## src/rtl/core/slm_pkg.sv

```systemverilog
package slm_pkg;

    localparam int COMMAND_WIDTH = 2;
    localparam int FIELD_WIDTH   = 32;

    localparam logic [COMMAND_WIDTH-1:0] CMD_APPEND_FIRST  = 2'd0;
    localparam logic [COMMAND_WIDTH-1:0] CMD_APPEND_SECOND = 2'd1;
    localparam logic [COMMAND_WIDTH-1:0] CMD_MERGE         = 2'd2;

    typedef struct packed {
        logic        [COMMAND_WIDTH-1:0] command;
        logic signed [FIELD_WIDTH-1:0]   element;
    } t_in_item;

    typedef struct packed {
        logic signed [FIELD_WIDTH-1:0] merged_value;
        logic                          from_second;
        logic                          last;
        logic                          overflow;
    } t_out_item;

endpackage

```

## src/rtl/core/sorted_list_merge.sv

```systemverilog
// Channel  Dir  Handshake                  Payload
// in       in   i_in_valid / o_in_stall    t_in_item: command, element
// out      out  o_out_valid / i_out_stall  t_out_item: merged_value, from_second, last, overflow
//
// An append transaction writes one entry of its buffer memory, or sets the overflow flag when that buffer is full.
// A merge emits its results in turn, each by two steps: read both heads, then compare and load the output.
// A merge holds o_in_stall high until its last result is loaded; an empty merge never raises it.
// A stall on the output holds the merge in its compare step until the output register frees.
// Reset clears the counts, the overflow flag and the control state; buffer contents are
// never cleared, since only written entries reach the output.
module sorted_list_merge
    import slm_pkg::*;
#(
    parameter int DEPTH         = 32,
    parameter int ELEMENT_WIDTH = 32
) (
    input  logic      i_clk,
    input  logic      i_rst_n,
    input  logic      i_in_valid,
    output logic      o_in_stall,
    input  t_in_item  i_in_data,
    output logic      o_out_valid,
    input  logic      i_out_stall,
    output t_out_item o_out_data
);

    // Address width of the buffers, count width holds 0..DEPTH.
    localparam int AW = (DEPTH > 1) ? $clog2(DEPTH) : 1;
    localparam int CW = $clog2(DEPTH + 1);

    // Merge sequencer states.
    localparam logic [1:0] ST_IDLE  = 2'd0;
    localparam logic [1:0] ST_FETCH = 2'd1;
    localparam logic [1:0] ST_EMIT  = 2'd2;

    logic [1:0] r_state, n_state;

    // Buffer memories and their registered read ports.
    logic [ELEMENT_WIDTH-1:0] mem_first  [DEPTH];
    logic [ELEMENT_WIDTH-1:0] mem_second [DEPTH];
    logic [ELEMENT_WIDTH-1:0] r_rd_first, r_rd_second;

    // Fill counts, read pointers and the sticky overflow flag.
    logic [CW-1:0] r_cnt_first, n_cnt_first;
    logic [CW-1:0] r_cnt_second, n_cnt_second;
    logic [CW-1:0] r_ptr_first, n_ptr_first;
    logic [CW-1:0] r_ptr_second, n_ptr_second;
    logic          r_overflow, n_overflow;

    // Output register.
    logic      r_out_valid, n_out_valid;
    t_out_item r_out_data, n_out_data;

    logic                        w_in_take;
    logic                        w_slot_free;
    logic                        w_wr_first, w_wr_second;
    logic signed [63:0]          w_elem_ext;
    logic [ELEMENT_WIDTH-1:0]    w_elem;
    logic                        w_first_left, w_second_left;
    logic                        w_take_first;
    logic                        w_last;
    logic signed [ELEMENT_WIDTH-1:0] w_head;
    logic signed [63:0]          w_head_ext;

    // Take the low ELEMENT_WIDTH bits of the sign-extended field.
    assign w_elem_ext = 64'(i_in_data.element);
    assign w_elem     = w_elem_ext[ELEMENT_WIDTH-1:0];

    assign o_in_stall  = (r_state != ST_IDLE);
    assign w_in_take   = i_in_valid && !o_in_stall;
    assign w_slot_free = !r_out_valid || !i_out_stall;

    assign w_wr_first  = w_in_take && (i_in_data.command == CMD_APPEND_FIRST)
                         && (r_cnt_first < CW'(DEPTH));
    assign w_wr_second = w_in_take && (i_in_data.command == CMD_APPEND_SECOND)
                         && (r_cnt_second < CW'(DEPTH));

    // Compare the two heads; ties go to the second buffer.
    assign w_first_left  = (r_ptr_first  < r_cnt_first);
    assign w_second_left = (r_ptr_second < r_cnt_second);
    assign w_take_first  = w_first_left &&
                           (!w_second_left || ($signed(r_rd_first) < $signed(r_rd_second)));
    assign w_last = w_take_first
        ? ((CW'(r_ptr_first + 1'b1) == r_cnt_first) && !w_second_left)
        : ((CW'(r_ptr_second + 1'b1) == r_cnt_second) && !w_first_left);
    assign w_head     = w_take_first ? r_rd_first : r_rd_second;
    assign w_head_ext = 64'(w_head);

    // Write on append, read the current heads every cycle.
    always_ff @(posedge i_clk) begin
        if (w_wr_first) begin
            mem_first[r_cnt_first[AW-1:0]] <= w_elem;
        end
        r_rd_first <= mem_first[r_ptr_first[AW-1:0]];
    end

    always_ff @(posedge i_clk) begin
        if (w_wr_second) begin
            mem_second[r_cnt_second[AW-1:0]] <= w_elem;
        end
        r_rd_second <= mem_second[r_ptr_second[AW-1:0]];
    end

    always_comb begin
        n_state      = r_state;
        n_cnt_first  = r_cnt_first;
        n_cnt_second = r_cnt_second;
        n_ptr_first  = r_ptr_first;
        n_ptr_second = r_ptr_second;
        n_overflow   = r_overflow;
        n_out_valid  = r_out_valid && i_out_stall;
        n_out_data   = r_out_data;

        unique case (r_state)
            ST_IDLE: begin
                if (w_in_take) begin
                    unique case (i_in_data.command)
                        CMD_APPEND_FIRST: begin
                            if (w_wr_first) begin
                                n_cnt_first = CW'(r_cnt_first + 1'b1);
                            end else begin
                                n_overflow = 1'b1;
                            end
                        end
                        CMD_APPEND_SECOND: begin
                            if (w_wr_second) begin
                                n_cnt_second = CW'(r_cnt_second + 1'b1);
                            end else begin
                                n_overflow = 1'b1;
                            end
                        end
                        CMD_MERGE: begin
                            // Start from both heads; an empty merge gives nothing.
                            n_ptr_first  = '0;
                            n_ptr_second = '0;
                            if ((r_cnt_first != '0) || (r_cnt_second != '0)) begin
                                n_state = ST_FETCH;
                            end
                        end
                        default: begin
                            // Drop the unused code.
                        end
                    endcase
                end
            end
            ST_FETCH: begin
                // Heads land in the read registers at this edge.
                n_state = ST_EMIT;
            end
            ST_EMIT: begin
                if (w_slot_free) begin
                    n_out_valid             = 1'b1;
                    n_out_data.merged_value = w_head_ext[FIELD_WIDTH-1:0];
                    n_out_data.from_second  = !w_take_first;
                    n_out_data.last         = w_last;
                    n_out_data.overflow     = r_overflow;
                    if (w_take_first) begin
                        n_ptr_first = CW'(r_ptr_first + 1'b1);
                    end else begin
                        n_ptr_second = CW'(r_ptr_second + 1'b1);
                    end
                    if (w_last) begin
                        // Empty both buffers for the next batch.
                        n_cnt_first  = '0;
                        n_cnt_second = '0;
                        n_state      = ST_IDLE;
                    end else begin
                        n_state = ST_FETCH;
                    end
                end
            end
            default: begin
                n_state = ST_IDLE;
            end
        endcase
    end

    always_ff @(posedge i_clk) begin
        if (!i_rst_n) begin
            r_state      <= ST_IDLE;
            r_cnt_first  <= '0;
            r_cnt_second <= '0;
            r_ptr_first  <= '0;
            r_ptr_second <= '0;
            r_overflow   <= 1'b0;
            r_out_valid  <= 1'b0;
        end else begin
            r_state      <= n_state;
            r_cnt_first  <= n_cnt_first;
            r_cnt_second <= n_cnt_second;
            r_ptr_first  <= n_ptr_first;
            r_ptr_second <= n_ptr_second;
            r_overflow   <= n_overflow;
            r_out_valid  <= n_out_valid;
        end
    end

    always_ff @(posedge i_clk) begin
        r_out_data <= n_out_data;
    end

    assign o_out_valid = r_out_valid;
    assign o_out_data  = r_out_data;

endmodule

```

## config.mk

```make
export PLATFORM = sky130hd
export DESIGN_NAME = sorted_list_merge
export DESIGN_NICKNAME = d
export VERILOG_FILES = /design/src/rtl/core/slm_pkg.sv /design/src/rtl/core/sorted_list_merge.sv
export SDC_FILE = /design/constraint.sdc
export NUM_CORES = 2
export LEC_CHECK = 0
export BUFFER_PORTS_ARGS = -buffer_cell sky130_fd_sc_hd__buf_2
export CAP_MARGIN = 30
export CORE_UTILIZATION = 61
export DETAILED_ROUTE_END_ITERATION = 10
export GPL_TIMING_DRIVEN = 0
export PLACE_DENSITY_LB_ADDON = 0.12
export RECOVER_POWER = 50
export SYNTH_ARGS = -nofsm -noshare
export SYNTH_HDL_FRONTEND = slang
export SYNTH_SLANG_ARGS = --single-unit
```

## constraint.sdc

```tcl
create_clock -name i_clk -period 6.4 [get_ports i_clk]
set_input_delay 0.64 -clock i_clk [delete_from_list [all_inputs] [get_ports i_clk]]
set_output_delay 0.64 -clock i_clk [all_outputs]
set_load 0.02 [all_outputs]
```

Word level (Yosys, flattened, before mapping) --
Memory sizes are Yosys's and may differ from the RTL's. A register that Yosys moved wholly into a read port is not among the register bits. Cells that the tools add are included. W data, S select, Z words.
Word-level totals: register bits 63, memory bits (writable) 2048, input bits 38, output and inout bits 37, word-level logic and storage cells 108, memories kept 2
Memory list:
- mem_first | words 32, width 32, read ports 1, clocked after memory_dff 1, write ports 1, line sorted_list_merge.sv:39 | logic [ELEMENT_WIDTH-1:0] mem_first [DEPTH];
- mem_second | words 32, width 32, read ports 1, clocked after memory_dff 1, write ports 1, line sorted_list_merge.sv:40 | logic [ELEMENT_WIDTH-1:0] mem_second [DEPTH];
Operators by class: add/sub/neg operators 4, $lt $le $gt $ge 5, equal/unequal tests 19, mux-type cells 35, reductions and logical operators 32
Operators by type and width (number):
- $mux W6 | 14
- $pmux W6 S2 | 4
- $lt A32 B32 Y1 | 1
- $mux W32 | 1
- $add A6 B1 Y6 const B | 4
- $ne A2 B2 Y1 const B | 12
- $reduce_and A5 Y1 | 3
- $eq A6 B6 Y1 | 2
- $lt A6 B6 Y1 | 2
- $lt A6 B6 Y1 const B | 2
- $reduce_and A6 Y1 | 2
- $reduce_bool A6 Y1 | 2
- $mux W1 | 10
- $logic_and A1 B1 Y1 | 9
- $mux W2 | 4
- $logic_not A1 Y1 | 6
- $pmux W2 S3 | 1
- $reduce_bool A2 Y1 | 3
- $eq A2 B1 Y1 const B | 2
- $eq A2 B2 Y1 const B | 2
- $logic_not A2 Y1 | 2
- $reduce_and A4 Y1 | 1
- $logic_or A1 B1 Y1 | 3
- $ne A2 B1 Y1 const B | 1
- 2 further kinds | 2

Longest topological paths before layout --
depth in word-level cells 9, depth in mapped cells 14, depth with buffers taken out 9

Worst setup path after synthesis --
No wires, ideal clock.
kind input port to flip-flop, start point input i_in_data[33] (netlist bit), end point register r_cnt_second[4], arrival 3577 ps, data required time 6336 ps, setup slack 2759 ps, cell stages on the path 6, path buffers 1, cell sequence or4b_1 > nor3b_1 > buf_2 > nand2_1 > nor2_1 > o221a_2
Between the ends: word-level cells in the longest chain between the ends 5, elaborated cells between the ends (all ways) 6
Ends and longest elaborated chain:
- from (decl) | line sorted_list_merge.sv:21 | input t_in_item i_in_data,
- $eq A2 B1 Y1 * | line sorted_list_merge.sv:75, sorted_list_merge.sv:117
- $logic_and A1 B1 Y1 | line sorted_list_merge.sv:75 | assign w_wr_second = w_in_take && (i_in_data.command == CMD_APPEND_SECOND)
- $logic_and A1 B1 Y1 | line sorted_list_merge.sv:76 | && (r_cnt_second < CW'(DEPTH));
- $ne A2 B2 Y1 (no source line)
- $reduce_and A6 Y1 (no source line) *
- to (signal assigned) | line sorted_list_merge.sv:190 | r_cnt_second <= n_cnt_second;
- to (decl) | line sorted_list_merge.sv:45 | logic [CW-1:0] r_cnt_second, n_cnt_second;
Mark *: on every way between the ends. The rest lies on a longest branch, timed or not. A chain may end at the register's enable or synchronous reset.

Final worst setup path --
start point register r_state[1], end point memory mem_first[31][16] (enable)
Between the ends: word-level cells in the longest chain between the ends 7
Ends and longest elaborated chain:
- from (decl) | line sorted_list_merge.sv:36 | logic [1:0] r_state, n_state;
- from (signal assigned) | line sorted_list_merge.sv:188 | r_state <= n_state;
- $reduce_bool A2 Y1 | line sorted_list_merge.sv:69 | assign o_in_stall = (r_state != ST_IDLE);
- $logic_not A1 Y1 | line sorted_list_merge.sv:70 | assign w_in_take = i_in_valid && !o_in_stall;
- $logic_and A1 B1 Y1 | line sorted_list_merge.sv:70
- $logic_and A1 B1 Y1 | line sorted_list_merge.sv:73 | assign w_wr_first = w_in_take && (i_in_data.command == CMD_APPEND_FIRST)
- $logic_and A1 B1 Y1 | line sorted_list_merge.sv:74 | && (r_cnt_first < CW'(DEPTH));
- $mux W1 | line sorted_list_merge.sv:91 | if (w_wr_first) begin
- $mux W1 (not written as such) | line sorted_list_merge.sv:92 | mem_first[r_cnt_first[AW-1:0]] <= w_elem;
- to (decl) | line sorted_list_merge.sv:39
Every way passes these cells.

==> metrics <==
cell breakdown of the critical path=or4b_1 > nor3_1 > nand2_1 > nor2_1 > clkbuf_1; clock-pin slew on the worst setup and hold paths=roughly 0.06 ns; Crit Path Max Fanout=30; Layout area overhead=13.2%; slowest CP cell=clkbuf_1; Antenna Nets Post-Route=0; All-Layer GR Usage=0.306; Root Buffer=clkbuf_16; H-tree Lvls=4; CP top delay family=simple AND/OR/NAND/NOR gates; Hold Slack=0.0891 ns; CP Depth=5; post-CTS setup buffers=0; Critical Path Start Type=register; initial antenna violation count=17; LEAKAGE=~29 nW; Final Setup Violations=0; final hold violation count=0; die area=about 140000 um2; number of synthesized flops with an enable pin=2083; share of cells above drive strength 1=0.237; Post-Syn Instances=about 4000; Post-Route WL=roughly 210 mm; clk buf depth=3; Final Cycle Share=0.750; total of max-cap violations=55; worst skew pair latency=between 0.8 and 0.9 ns; Cell variety after synth=72; syn_nets=approximately 4100; Worst Tran Pin Value=around 4 ns; Final Skew=0.0238 ns; Vias/cell=around 6.6; Sink Count=~2200; Fin Setup TNS=0 ns; total grt overflow=0; drt first pass iters=7; CTS Hold Bufs=0; r2r worst-path depth=5; Buf+Inv Stages, Crit Path=1; Pwr Density=roughly 290 nW/um2; VDD IR max=between 300 and 400 uV; I/O pin count=75; core area=approximately 140000 um2; die width=about 370 um; CP arrival=between 5 and 6 ns; Synth Register Bits=about 2200; gpl congestion=a little under 1; critical setup path kind=register to register; Mapped Avg Cell Area=roughly 21 um2; status=complete, but fails checks; drt drc=0; DP HPWL=approximately 140 mm; most frequent cells in the layout=edfxtp_1 (2083), mux4_2 (448), clkbuf_1 (272); worst reg2reg path endpoint=mem_first[31][16]; sequential share of the synthesized area=0.766; starting density of the core=0.618; Slew Viols, Final=between 1500 and 2000; Core Util, Final=0.699; via count=approximately 42000; cts bufs inserted=~210; ys flop type=edfxtp_1; vias in the first global route=between 40000 and 50000; largest net degree at the start of global routing=65; Final nets=between 4000 and 5000; Site Rows=between 100 and 150; PortBufs=between 70 and 80; first-pass GRT wire length=between 200 and 300 mm; post-cts resize count=0; Slew headroom=-1.60; Fmax=208 MHz; Tot Pwr=between 20 and 30 mW; routed len/inst=roughly 33 um; Starting DRT DRC Count=5624; reg2reg start=r_state[1]; async set-or-reset flop fraction in the synthesized netlist=0; Final WS setup=around 1.6 ns; TritonCTS clock tree=built; critical path launch point=r_state[1]; failing checks=max-capacitance violations, max-slew violations; Req. time, crit path=~6.8 ns; RSZ-0062 raised after global routing=no; crit end category=register; Critical Path Max Stage Delay=between 1 and 1.5 ns; Syn. warnings=0; commonest non-fill, non-tap cell in the layout=edfxtp_1; pre-CTS setup slack=around 2.2 ns; Hold Path Class=primary input to register; hold path depth=3; CP endpoint=mem_first[31][16]; Die Ht=373 um; minimum clock period=around 4.8 ns; Mapped Area=approximately 84000 um2; Worst R2R Setup Slack=roughly 1.6 ns
per-layer routing:
metal,global-route usage,vias to the layer above,wire length [um]
li1,-,17500,-
met1,0.435,21900,80400
met2,0.467,2324,96400
met3,0.0684,377,23100
met4,0.123,6,9980
met5,0,-,38
flip-flops by register name, indices dropped and copies added (netlist names), 32 cells and up:
register,cells
r_rd_first,32
r_rd_second,32
mem_second,1024
o_out_data,35
mem_first,1024
where the power goes:
| part | internal (mW) | leakage [nW] | switching (mW) | total (mW) |
|---|---|---|---|---|
| Combinational | 0.121 | 6.00 | 0.393 | 0.514 |
| Clock | 6.69 | 3.20 | 5.18 | 11.9 |
| Sequential | 15.6 | 19.5 | 0.0166 | 15.7 |
| Total | 22.4 | 28.7 | 5.59 | 28.0 |
kinds of logic (layout without fill, tap and decap cells):
family,after synthesis,in the layout,synth area share
DFF,2175,2175,0.766
muxes,771,771,0.162
AOI/OAI and AO/OA,412,412,0.0322
and+or+nand+nor,339,339,0.0175
buffers and inverters,262,826,0.0132
adders and majority gates,53,53,0.00789
xor gates and xnor gates,17,17,0.00177
other,0,8,0
cells in the mapped netlist, drive strengths merged, types with 3 or more instances:
| master | number | share of area |
|---|---|---|
| ha | 53 | 0.0079 |
| o22ai | 34 | 0.0025 |
| o221ai | 96 | 0.010 |
| o31a | 3 | 0.00031 |
| mux4 | 448 | 0.12 |
| a41oi | 3 | 0.00031 |
| buf | 95 | 0.0057 |
| nand2b | 6 | 0.00054 |
| and3 | 3 | 0.00022 |
| nor2 | 92 | 0.0041 |
| nand4 | 11 | 0.00082 |
| o21ai | 109 | 0.0065 |
| xor2 | 3 | 0.00031 |
| a31oi | 8 | 0.00077 |
| mux2i | 195 | 0.023 |
| a311oi | 4 | 0.00071 |
| mux2 | 128 | 0.018 |
| a21o | 3 | 0.00027 |
| edfxtp | 2083 | 0.74 |
| xnor2 | 14 | 0.0015 |
| o2111ai | 3 | 0.00031 |
| a21oi | 123 | 0.0073 |
| nand3 | 25 | 0.0015 |
| inv | 49 | 0.0022 |
| clkbuf | 117 | 0.0052 |
| and2 | 3 | 0.00025 |
| dfxtp | 92 | 0.022 |
| nand2 | 172 | 0.0078 |
| nor2b | 5 | 0.00037 |
| nor3 | 6 | 0.00042 |
| o21a | 3 | 0.00027 |
| o32ai | 3 | 0.00031 |
| a31o | 3 | 0.00031 |
tightest hold or removal path, cell delays in order:
cell	delay, ns
buf_2	0.11
nand3_1	0.07
a21oi_1	0.06
through the flow:
stage | std cells | cell area, um2
2_1_floorplan | 4029 | 84100
3_3_place_gp | 5884 | 86700
3_5_place_dp | 5986 | 89200
4_1_cts | 6372 | 95800
5_1_grt | 6375 | 95200
6_report | 6382 | 95200
area by class of cell:
cell class              count  area, um2
diodes                      8       20.0
clock inverters           109        915
plain buffers             212        922
flip-flops and latches   2175      64400
multi-input cells        1592      19000
well taps                1781       2230
clock buffers             277       5630
repair buffers            178       1880
fillers                  8309      41000
inverters                  50        188
worst min path at each step:
stage / startpoint / to / slack (ns)
5_1_grt: i_out_stall / r_state[1] / 0.09
4_1_cts: i_out_stall / r_state[1] / 0.03
3_5_place_dp: r_overflow / o_out_data[0] / 0.44
2_1_floorplan: r_overflow / o_out_data[0] / 0.41
3_3_place_gp: r_overflow / o_out_data[0] / 0.42
6_report: i_out_stall / r_state[1] / 0.09
(Power assumes the default switching activity.)
